===== config.mk =====
export PLATFORM = sky130hd
export DESIGN_NAME = ppfb_ctrl
export DESIGN_NICKNAME = d
export VERILOG_FILES = /design/src/rtl/ppfb_pkg.sv /design/src/rtl/ppfb_ctrl.sv
export SDC_FILE = /design/constraint.sdc
export NUM_CORES = 1
export LEC_CHECK = 0
export BUFFER_PORTS_ARGS = -buffer_cell sky130_fd_sc_hd__buf_2
export CAP_MARGIN = 20
export CORE_AREA = 8 8 45 47
export CTS_BUF_LIST = sky130_fd_sc_hd__clkbuf_2 sky130_fd_sc_hd__clkbuf_4 sky130_fd_sc_hd__clkbuf_8
export DETAILED_ROUTE_END_ITERATION = 6
export DIE_AREA = 0 0 53 55
export GPL_TIMING_DRIVEN = 0
export SYNTH_ARGS = -nofsm -noshare
export SYNTH_HDL_FRONTEND = slang
export SYNTH_SLANG_ARGS = --single-unit

===== constraint.sdc =====
create_clock -name clk -period 2.05 [get_ports clk]
set_input_delay 0.205 -clock clk [delete_from_list [all_inputs] [get_ports clk]]
set_output_delay 0.205 -clock clk [all_outputs]
set_load 0.01 [all_outputs]

===== src/rtl/ppfb_pkg.sv =====
`default_nettype none
package ppfb_pkg;

	// Field widths of the item ports
	localparam int FUNC_W  = 2;
	localparam int EXP_W   = 4;
	localparam int PHASE_W = 10;
	localparam int WORD_W  = 16;
	localparam int SLOT_W  = 10;
	localparam int POS_W   = 3;

	// Largest period exponent; larger codes saturate here
	localparam logic [EXP_W-1:0] MAX_EXP = 4'd10;
	// Width that holds a period up to 2^MAX_EXP
	localparam int PER_W = 11;

	// Function codes
	localparam logic [FUNC_W-1:0] FUNC_ADD   = 2'd0;
	localparam logic [FUNC_W-1:0] FUNC_READ  = 2'd1;
	localparam logic [FUNC_W-1:0] FUNC_CLEAR = 2'd2;

	// Commands from the controller to the datapath
	typedef struct packed {
		logic load;      // latch the accepted transaction
		logic add_rd;    // read the fill count of the current add slot
		logic add_upd;   // append the word to the current add slot, advance
		logic rd_issue;  // read fill count and frame word for a read
		logic rd_eval;   // capture the read result
		logic clr_wr;    // zero one fill count, advance the sweep
		logic out_load;  // present the result
	} cmd_t;

	// Status from the datapath to the controller
	typedef struct packed {
		logic k_oob;     // add slot index is past the frame
		logic clr_last;  // sweep is at the last slot
		logic out_free;  // output register can take a result
	} sts_t;

endpackage
`default_nettype wire


===== src/rtl/ppfb_ctrl.sv =====
`default_nettype none
module ppfb_ctrl (
	input  wire logic                         clk,
	input  wire logic                         arst_n,
	input  wire logic                         in_valid,
	input  wire logic [ppfb_pkg::FUNC_W-1:0] func,
	output logic                              in_stall,
	input  wire ppfb_pkg::sts_t               sts,
	output ppfb_pkg::cmd_t                    cmd
);

	localparam logic [2:0] S_INIT   = 3'd0;
	localparam logic [2:0] S_IDLE   = 3'd1;
	localparam logic [2:0] S_ADD_RD = 3'd2;
	localparam logic [2:0] S_ADD_WR = 3'd3;
	localparam logic [2:0] S_RD     = 3'd4;
	localparam logic [2:0] S_RD2    = 3'd5;
	localparam logic [2:0] S_CLR    = 3'd6;
	localparam logic [2:0] S_FIN    = 3'd7;

	logic [2:0] state_q;
	logic [2:0] state_d;

	// Next state and commands
	always_comb begin
		state_d  = state_q;
		cmd      = '0;
		in_stall = 1'b1;
		unique case (state_q)
			S_INIT: begin
				cmd.clr_wr = 1'b1;
				if (sts.clr_last) begin
					state_d = S_IDLE;
				end
			end
			S_IDLE: begin
				in_stall = 1'b0;
				if (in_valid) begin
					cmd.load = 1'b1;
					unique case (func)
						ppfb_pkg::FUNC_ADD:   state_d = S_ADD_RD;
						ppfb_pkg::FUNC_READ:  state_d = S_RD;
						ppfb_pkg::FUNC_CLEAR: state_d = S_CLR;
						default:              state_d = S_FIN;
					endcase
				end
			end
			S_ADD_RD: begin
				if (sts.k_oob) begin
					state_d = S_FIN;
				end else begin
					cmd.add_rd = 1'b1;
					state_d    = S_ADD_WR;
				end
			end
			S_ADD_WR: begin
				cmd.add_upd = 1'b1;
				state_d     = S_ADD_RD;
			end
			S_RD: begin
				cmd.rd_issue = 1'b1;
				state_d      = S_RD2;
			end
			S_RD2: begin
				cmd.rd_eval = 1'b1;
				state_d     = S_FIN;
			end
			S_CLR: begin
				cmd.clr_wr = 1'b1;
				if (sts.clr_last) begin
					state_d = S_FIN;
				end
			end
			S_FIN: begin
				if (sts.out_free) begin
					cmd.out_load = 1'b1;
					state_d      = S_IDLE;
				end
			end
			default: state_d = S_IDLE;
		endcase
	end

	// State register; reset starts the fill count sweep
	always_ff @(posedge clk or negedge arst_n) begin
		if (!arst_n) begin
			state_q <= S_INIT;
		end else begin
			state_q <= state_d;
		end
	end

endmodule
`default_nettype wire


==> key figures, run 1 <==
Run status
  • Status: finished clean

Final layout
  • Diodes inserted: 0
  • Top Registers: state_q (3)
  • Area Overhead vs Synth: 47.4%
  • Finished Layout Cells: 68
  • Fillers: approximately 170
  • Share of cells above drive strength 1: around half
  • Nets: between 60 and 70
  • Max reg flops: 3
  • Combined flip-flop and latch cell area: 75.1 um^2
  • Area used by multi-input combinational logic: around 180 um^2
  • Largest Register: state_q

Setup path
  • Reg-to-Reg Start: state_q[1]$_DFFE_PN0P_
  • Top Family by Delay on Critical Path: flip-flops
  • Cells along the critical path: buf_4 -> xor2_1 -> nor2_1 -> buf_2
  • R2R Path End: state_q[0]$_DFFE_PN0P_
  • Arr. time, crit path: roughly 1.2 ns
  • Worst r2r path cells: 3
  • CP Capture Type: output port
  • CP max FO: 10
  • WS Path Type: flip-flop to output port
  • Worst Path Buf+Inv: 2
  • Worst path max stage delay: just over 0.4 ns
  • Register-to-register setup slack: 1.00 ns
  • Slowest stage cell on the critical path: dfrtp_1
  • Startpoint types: flip-flop
  • CP required: 1.85 ns
  • CP startpoint: state_q[1]$_DFFE_PN0P_

Floorplanning
  • I/O pins: 16
  • Die extent in y: 55 um
  • Die Area: a little under 3000 um^2
  • Cell row count: 14
  • Area of the core: 1380 um^2
  • DIE WIDTH: 53 um
  • Starting Density: about a fifth

STA
  • Slew Viols, Final: 0
  • Final Hold Vio Count: 0
  • FMAX: roughly 720 MHz
  • Final Skew: 0.00140 ns
  • Setup TNS: 0 ns
  • Worst hold slack: ~0.30 ns
  • Worst-Margin Slew: between 0.2 and 0.3 ns
  • Crit path time final: roughly 1.4 ns
  • Final Cycle Share: between 60 and 70%
  • Relative slew slack: 82.2%
  • Final Setup Violations: 0
  • RSZ-0062 raised after global routing: false

Clocking
  • Deepest clock path buffer count: 2
  • H-Tree Level Count: 1
  • Postcts setup bufs: 0
  • Root Driver: clkbuf_4
  • CTS Sinks: 3
  • CTS tree: done
  • Worst-skew pair later-pin latency: roughly 0.23 ns
  • Worst-path clk slew: around 0.04 ns
  • Total CTS buffers: 3

Pwr
  • Final Power: around 570 uW
  • VDD IR max: ~400 uV
  • Leak: ~0.0002 uW
  • Power Dens Cells: ~1400 nW/um^2

Logic synthesis
  • Cell with the most instances after synthesis: nand2_1
  • Yosys reg bits: 3
  • Synth area leaders: dfrtp_1 26%, buf_6 7.9%, a211oi_1 5.3%, nand2_1 5.3%, nor4b_2 5.3%
  • Syn Inst Count: 32
  • Yosys cell types: 20
  • Top cell type's share of synthesized area: a little over a quarter
  • YS warnings: 0
  • EDFF count, synth: 0
  • Asr flop ratio synth: 100%
  • Avg Cell Area, Syn: a little under 9 um^2
  • Seq/Total Area, Yosys: 26.3%
  • Cell Area, Synth: 285 um^2
  • Top FF cell, synth: dfrtp_1
  • Commonest cells in the synthesized netlist: 4 x nand2_1, 3 x dfrtp_1, 3 x nor2_1
  • Cell taking the most area after synthesis: dfrtp_1
  • Mapped Nets: 40

Placed design
  • Placed Cells incl. Taps: 63
  • Port Buffer Count: 15
  • DPL Wire Length: around 570 um
  • GPL Wtd Cong: a little over 0.7

GRT
  • Total GRT Usage: about 5.3%
  • GRT overflow: 0
  • Vias in the first global route: approximately 290
  • Largest net degree at the start of global routing: 11
  • First-pass GRT wire length: approximately 1100 um
  • Initial antenna violation count: 0

Job
  • Max_cap viols: 0

Detailed routing
  • Post-DR vias/cell: around 4.3
  • Average wire per standard cell: approximately 11 um
  • Post-DRT Antenna Nets: 0
  • Total wire length: 753 um
  • DRC viols: 0
  • First-pass DRT Iterations: 4
  • Via Count: ~300
  • DR iter-0 viols: 9

Min path
  • Worst Hold Class: input pin to asynchronous set/reset pin
per-layer routing:
layer | vias up | part of all wire (%) | GRT usage [%]
met3 | 2 | 15 | 3.74
met5 | - | 0 | 0
li1 | 153 | - | -
met1 | 121 | 47 | 5.80
met2 | 17 | 36 | 6.45
met4 | 0 | 1.9 | 5.17
timing repair:
action | 4_1_cts | 5_1_grt
hold endpoints to repair | 3 | 0
hold buffers | 1 | 0
gates resized for setup | 0 | 0
cells in the final DEF (no fill, tap or decap), drive strengths merged:
master / count
a31oi: 1
xor2: 1
a21o: 1
dlygate4sd3: 1
buf: 18
and2: 2
nor2b: 2
nor2: 3
o21ai: 1
and3b: 1
clkbuf: 4
nor4: 1
nand2: 4
dfrtp: 3
nor3: 1
nor4b: 1
and4bb: 1
a211oi: 3
nand2b: 2
nor3b: 1
cell families (layout without fill, tap and decap cells):
group	Yosys count	in the layout	share of synthesized area [%]
DFF	3	3	26.3
AOI/OAI and AO/OA	6	6	16.2
and+or+nand+nor	19	19	43.9
xor gates and xnor gates	1	1	3.07
buffers and inverters	3	23	10.5
worst max-delay path by stage:
stage	depth (start not counted)	slack (ns)	to
floorplan	2	0.97	cmd[3]
global placement	4	0.91	cmd[1]
detailed placement	4	0.90	cmd[1]
CTS	4	0.65	cmd[1]
global route	3	0.60	cmd[5]
finish	4	0.67	cmd[1]
power breakdown:
part	switching, uW	internal, uW	leakage, uW
Combinational	181	163	0.000151
Clock	30.2	86.1	0.0000184
Sequential	22.8	88.1	0.0000325
per-stage QoR:
stage               utilization [%]  cell area (um^2)  worst slack (ns)
floorplan                         -               285             0.972
global placement               27.5               380             0.910
detailed placement             27.5               380             0.905
CTS                            30.4               420             0.653
global route                   30.4               420             0.604
finish                         30.4               420             0.669
final cells by class:
class,count,area share [%]
multi-input cells,26,42.9
repair buffers,16,20.2
flip-flops and latches,3,17.9
well taps,16,4.76
plain buffers,3,7.14
clock buffers,4,7.14
Note: power is estimated with default switching activity, not from simulation.
==> inputs of run 2 (changes only) <==
Clock period 2.05 ns to 1.3 ns, I/O delays scaled along.
==> run 2 against run 1 <==
Die area stayed put; flip-flop and latch count stayed put; sequential power is 59% higher; via count is 0.68% higher; worst hold slack worse by 0.074 ns; utilization is 2.2 points higher; non-clock buffer count is 2 higher; worst setup slack worse by 0.65 ns; first-iteration DRC count is 33% lower; clock power is 59% higher; final cell count is 2.9% higher; sequential share of layout area is 1.2 points lower; critical path type unchanged; largest cell class unchanged.
==> key figures, run 2 (synthesis gave the netlist of run 1 again) <==
Run status
  • Status: finished clean (unchanged)

Floorplanning
  • Cell row count: 14 (unchanged)
  • Starting Density: 20.6% (unchanged)
  • I/O pins: 16 (unchanged)
  • DIE WIDTH: 53 um (unchanged)
  • Area of the core: 1380 um^2 (unchanged)
  • Die extent in y: 55 um (unchanged)
  • Die Area: 2920 um^2 (unchanged)

STA
  • Final Skew: 0.000607 ns (was 0.00140 ns)
  • Slew Viols, Final: 0 (unchanged)
  • FMAX: roughly 780 MHz
  • Final Setup Violations: 0 (unchanged)
  • Worst-Margin Slew: 0.255 ns (was 0.266 ns)
  • Relative slew slack: 83.0% (was 82.2%)
  • Final Cycle Share: a little under 100%
  • RSZ-0062 raised after global routing: true (was false)
  • Worst hold slack: 0.224 ns (was 0.298 ns)
  • Final Hold Vio Count: 0 (unchanged)
  • Crit path time final: around 1.3 ns

Detailed routing
  • DR iter-0 viols: 6 (was 9)
  • DRC viols: 0 (unchanged)
  • First-pass DRT Iterations: 3 (was 4)
  • Post-DRT Antenna Nets: 0 (unchanged)
  • Total wire length: 765 um (was 753 um)
  • Average wire per standard cell: 10.9 um (was 11.1 um)
  • Post-DR vias/cell: 4.21 (was 4.31)
  • Via Count: 295 (was 293)

Clocking
  • Worst-path clk slew: 0.04 ns (about the same)
  • Deepest clock path buffer count: 2 (unchanged)
  • CTS tree: done (unchanged)
  • H-Tree Level Count: 1 (unchanged)
  • CTS Sinks: 3 (unchanged)
  • Total CTS buffers: 3 (unchanged)
  • Worst-skew pair later-pin latency: 0.23 ns (about the same)
  • Root Driver: clkbuf_4 (unchanged)

Final layout
  • Largest Register: state_q (unchanged)
  • Max reg flops: 3 (unchanged)
  • Diodes inserted: 0 (unchanged)
  • Most frequent cells in the layout: 15 x buf_2, 4 x nand2_1, 4 x clkbuf_4 (unchanged)
  • Area Overhead vs Synth: 57.9% (was 47.4%)
  • Nets: 63 (was 61)
  • Leading cell type in the layout, fill and taps excluded: buf_2 (unchanged)
  • Share of cells above drive strength 1: 51.9% (was 48.1%)
  • Util after Layout: 32.5% (was 30.4%)
  • Finished Layout Cells: 70 (was 68)
  • Top Registers: state_q (3) (unchanged)

GRT
  • GRT overflow: 0 (unchanged)
  • Initial antenna violation count: 0 (unchanged)
  • Total GRT Usage: 5.47% (was 5.31%)
  • Largest net degree at the start of global routing: 11 (unchanged)
  • Vias in the first global route: 296 (was 288)
  • First-pass GRT wire length: 1120 um (was 1090 um)

Min path
  • Worst Hold Class: input pin to asynchronous set/reset pin (unchanged)

Setup path
  • Arr. time, crit path: 1.15 ns (was 1.18 ns)
  • Critical Path Stages: 4 (unchanged)
  • Startpoint types: flip-flop (unchanged)
  • Cells along the critical path: buf_6 -> xor2_1 -> nor2_1 -> buf_2 (was buf_4 -> xor2_1 -> nor2_1 -> buf_2)
  • CP Capture Type: output port (unchanged)
  • WS Path Type: flip-flop to output port (unchanged)
  • CP max FO: 10 (unchanged)
  • Worst path max stage delay: 0.42 ns (was 0.41 ns)
  • CP required: 1.17 ns (was 1.85 ns)
  • Register-to-register setup slack: 0.15 ns (was 1.00 ns)
  • Slowest stage cell on the critical path: dfrtp_1 (unchanged)
  • Worst r2r path cells: 4 (was 3)
  • Worst Path Buf+Inv: 2 (unchanged)
  • Top Family by Delay on Critical Path: flip-flops (unchanged)

Placed design
  • GPL Wtd Cong: 0.727 (unchanged)
  • DPL Wire Length: 567 um (unchanged)
  • Port Buffer Count: 15 (unchanged)
  • Placed Cells incl. Taps: 63 (unchanged)

Pwr
  • Power Dens Cells: 2170 nW/um^2 (was 1360 nW/um^2)
  • VDD IR max: 705 uV (was 400 uV)
  • Leak: 0.000219 uW (was 0.000202 uW)

Job
  • Max_cap viols: 0 (unchanged)
run 2: changes by cell type in the layout (fill, tap and decap cells not counted), sizes merged:
cell / before / now
buf: 18 / 20
run 2: timing repair:
action / CTS / global route
endpoints found under the setup margin: 2 / 6
pin swaps: 0 / 1
buffers inserted: 2 / 0
hold endpoints to repair: 3 / 0
hold buffers: 1 / 0
resized for setup: 1 / 2
run 2: area by class of cell:
class,instances,area (um^2)
repair buffers,18,100
flip-flops and latches,3,75.1
clock buffers,4,30.0
fillers,159,933
multi-input cells,26,191
well taps,16,20.0
plain buffers,3,33.8
run 2: path summary, 6_finish.rpt:
kind,end,startpoint
min,state_q[0]$_DFFE_PN0P_,arst_n
max in group asynchronous,state_q[1]$_DFFE_PN0P_,arst_n
max reg2reg,state_q[0]$_DFFE_PN0P_,state_q[2]$_DFFE_PN0P_
min in group clk,state_q[1]$_DFFE_PN0P_,in_valid
max,cmd[1],state_q[1]$_DFFE_PN0P_
min reg2reg,state_q[2]$_DFFE_PN0P_,state_q[0]$_DFFE_PN0P_
run 2: layer usage:
layer	global-route usage, %	routed length [um]
met1	6.11	360
met2	6.64	286
met3	3.74	98
met4	5.17	20
met5	0	0
run 2: per-stage QoR:
stage               instance area, um^2  total power, uW  setup WS (ns)  setup TNS, ns
finish                              450              978         0.0189              0
global route                        450             1040        -0.0270         -0.115
CTS                                 439              962        0.00601              0
detailed placement                  380              718          0.230              0
global placement                    380              714          0.235              0
floorplan                           285              568          0.297              0
run 2: power breakdown:
| part | internal (uW) | total (uW) | switching, uW |
|---|---|---|---|
| Sequential | 139 | 177 | 38.0 |
| Clock | 136 | 184 | 48.3 |
| Combinational | 309 | 617 | 308 |
run 2: worst register-to-register path: stages (launching register included):
cell      delay (ns)
dfrtp_1         0.38
buf_6           0.14
buf_4           0.15
nor4_2          0.29
a211oi_2        0.07
==> inputs of run 3 (changes only) <==
Settings changed: CTS_BUF_LIST sky130_fd_sc_hd__clkbuf_2 sky130_fd_sc_hd__clkbuf_4 sky130_fd_sc_hd__clkbuf_8 to unset, GPL_ROUTABILITY_DRIVEN set to 0.
==> run 3 against run 2 <==
Final cell count did not move; register-to-register slack is essentially flat; non-clock buffer count is the same; critical path type unchanged; critical endpoint unchanged.
==> key figures, run 3 (synthesis gave the netlist of run 1 again) <==
Floorplanning
  • Starting Density: 20.6% (unchanged)
  • DIE WIDTH: 53 um (unchanged)
  • Die Area: 2920 um^2 (unchanged)
  • Cell row count: 14 (unchanged)
  • Area of the core: 1380 um^2 (unchanged)
  • Die extent in y: 55 um (unchanged)
  • I/O pins: 16 (unchanged)

GRT
  • Largest net degree at the start of global routing: 11 (unchanged)
  • Vias in the first global route: 296 (unchanged)
  • First-pass GRT wire length: 1120 um (unchanged)
  • Initial antenna violation count: 0 (unchanged)
  • GRT overflow: 0 (unchanged)
  • Total GRT Usage: 5.47% (unchanged)

Placed design
  • Port Buffer Count: 15 (unchanged)
  • DPL Wire Length: 567 um (unchanged)

Setup path
  • CP Capture Type: output port (unchanged)
  • Cells along the critical path: buf_6 -> xor2_1 -> nor2_1 -> buf_2 (unchanged)
  • WS Path Type: flip-flop to output port (unchanged)
  • Worst path max stage delay: 0.42 ns (about the same)
  • CP max FO: 10 (unchanged)
  • Arr. time, crit path: 1.15 ns (about the same)
  • CP required: 1.17 ns (about the same)
  • Register-to-register setup slack: 0.15 ns (about the same)
  • Top Family by Delay on Critical Path: flip-flops (unchanged)
  • Worst Path Buf+Inv: 2 (unchanged)
  • Startpoint types: flip-flop (unchanged)
  • Slowest stage cell on the critical path: dfrtp_1 (unchanged)

STA
  • Final Setup Violations: 0 (unchanged)
  • RSZ-0062 raised after global routing: true (unchanged)
  • Worst hold slack: 0.224 ns (unchanged)
  • Slew Viols, Final: 0 (unchanged)
  • Final Skew: 0.00129 ns (was 0.000607 ns)
  • Final Cycle Share: 98.5% (about the same)
  • Crit path time final: 1.28 ns (about the same)
  • Final Hold Vio Count: 0 (unchanged)
  • Worst-Margin Slew: 0.255 ns (unchanged)
  • FMAX: 781 MHz (about the same)
  • Relative slew slack: 83.0% (unchanged)

Detailed routing
  • Routed metal-1 wire length: 358 um (was 360 um)
  • Met2 Wirelength: 286 um (unchanged)
  • Post-DRT Antenna Nets: 0 (unchanged)
  • Top Layer Used: met4 (unchanged)
  • First-pass DRT Iterations: 3 (unchanged)
  • Total wire length: 764 um (was 765 um)
  • Via Count: 295 (unchanged)
  • DRC viols: 0 (unchanged)
  • Post-DR vias/cell: 4.21 (unchanged)
  • DR WL met3: 98 um (unchanged)
  • Average wire per standard cell: 10.9 um (about the same)
  • DR iter-0 viols: 6 (unchanged)

Clocking
  • Deepest clock path buffer count: 2 (unchanged)
  • H-Tree Level Count: 1 (unchanged)
  • CTS Sinks: 3 (unchanged)
  • Root Driver: clkbuf_4 (unchanged)
  • Total CTS buffers: 3 (unchanged)
  • Worst-path clk slew: 0.04 ns (about the same)
  • CTS tree: done (unchanged)
  • Worst-skew pair later-pin latency: 0.23 ns (about the same)

Final layout
  • Diodes inserted: 0 (unchanged)
  • Leading cell type in the layout, fill and taps excluded: buf_2 (unchanged)
  • Top Registers: state_q (3) (unchanged)
  • Max reg flops: 3 (unchanged)
  • Largest Register: state_q (unchanged)
  • Util after Layout: 32.3% (was 32.5%)
  • Nets: 63 (unchanged)
  • Share of cells above drive strength 1: 50.0% (was 51.9%)
  • Most frequent cells in the layout: 15 x buf_2, 4 x nand2_1, 3 x buf_6, 3 x clkbuf_4, 3 x dfrtp_1 (was 15 x buf_2, 4 x nand2_1, 4 x clkbuf_4)
  • Area Overhead vs Synth: 56.6% (was 57.9%)

Run status
  • Status: finished clean (unchanged)

Pwr
  • VDD IR max: 619 uV (was 705 uV)
  • Leak: 0.000216 uW (was 0.000219 uW)
  • Power Dens Cells: 2140 nW/um^2 (was 2170 nW/um^2)

Min path
  • Worst Hold Class: input pin to asynchronous set/reset pin (unchanged)

Job
  • Max_cap viols: 0 (unchanged)
==> run 3: cell counts in the layout (fill, tap and decap cells not counted) <==
No cell type changed its count.
==> run 3: per-layer routing <==
metal / GRT usage (%) / vias up
li1: - / 156
met2: 6.64 / 14
met5: 0 / -
met4: 5.17 / 0
met1: 6.11 / 123
met3: 3.74 / 2
==> run 3: cell type report <==
cell class / count / area, um^2
Timing Repair Buffer: 18 / 100
Multi-Input combinational cell: 26 / 191
Tap cell: 16 / 20.0
Fill cell: 161 / 937
Buffer: 3 / 33.8
Clock buffer: 4 / 26.3
Sequential cell: 3 / 75.1
==> run 3: power breakdown <==
part	switching [uW]	internal, uW
Sequential	38.0	139
Clock	47.7	115
Combinational	308	309
==> run 3: stage by stage <==
step / power (uW) / setup TNS, ns / std cells / setup slack, ns / cell area [um^2]
global placement: 714 / 0 / 63 / 0.235 / 380
floorplan: 568 / 0 / 32 / 0.297 / 285
global route: 1020 / -0.113 / 70 / -0.0259 / 447
detailed placement: 718 / 0 / 63 / 0.230 / 380
CTS: 940 / 0 / 70 / 0.00601 / 435
finish: 957 / 0 / 70 / 0.0198 / 447
==> run 3: path summary, 6_finish.rpt <==
path                                   startpoint                     end  cells after the start
min                                        arst_n  state_q[0]$_DFFE_PN0P_                      2
max reg2reg                state_q[2]$_DFFE_PN0P_  state_q[0]$_DFFE_PN0P_                      4
min in group clk                         in_valid  state_q[1]$_DFFE_PN0P_                      3
min reg2reg                state_q[0]$_DFFE_PN0P_  state_q[2]$_DFFE_PN0P_                      2
max                        state_q[1]$_DFFE_PN0P_                  cmd[1]                      4
max in group asynchronous                  arst_n  state_q[1]$_DFFE_PN0P_                      2
==> run 3: timing repair <==
action	in CTS	in global routing
pin swaps	0	1
setup endpoints to repair	2	6
gates cloned	0	0
resized for setup	1	2
hold buffers	1	0
buffers inserted	2	0
hold endpoints to repair	3	0
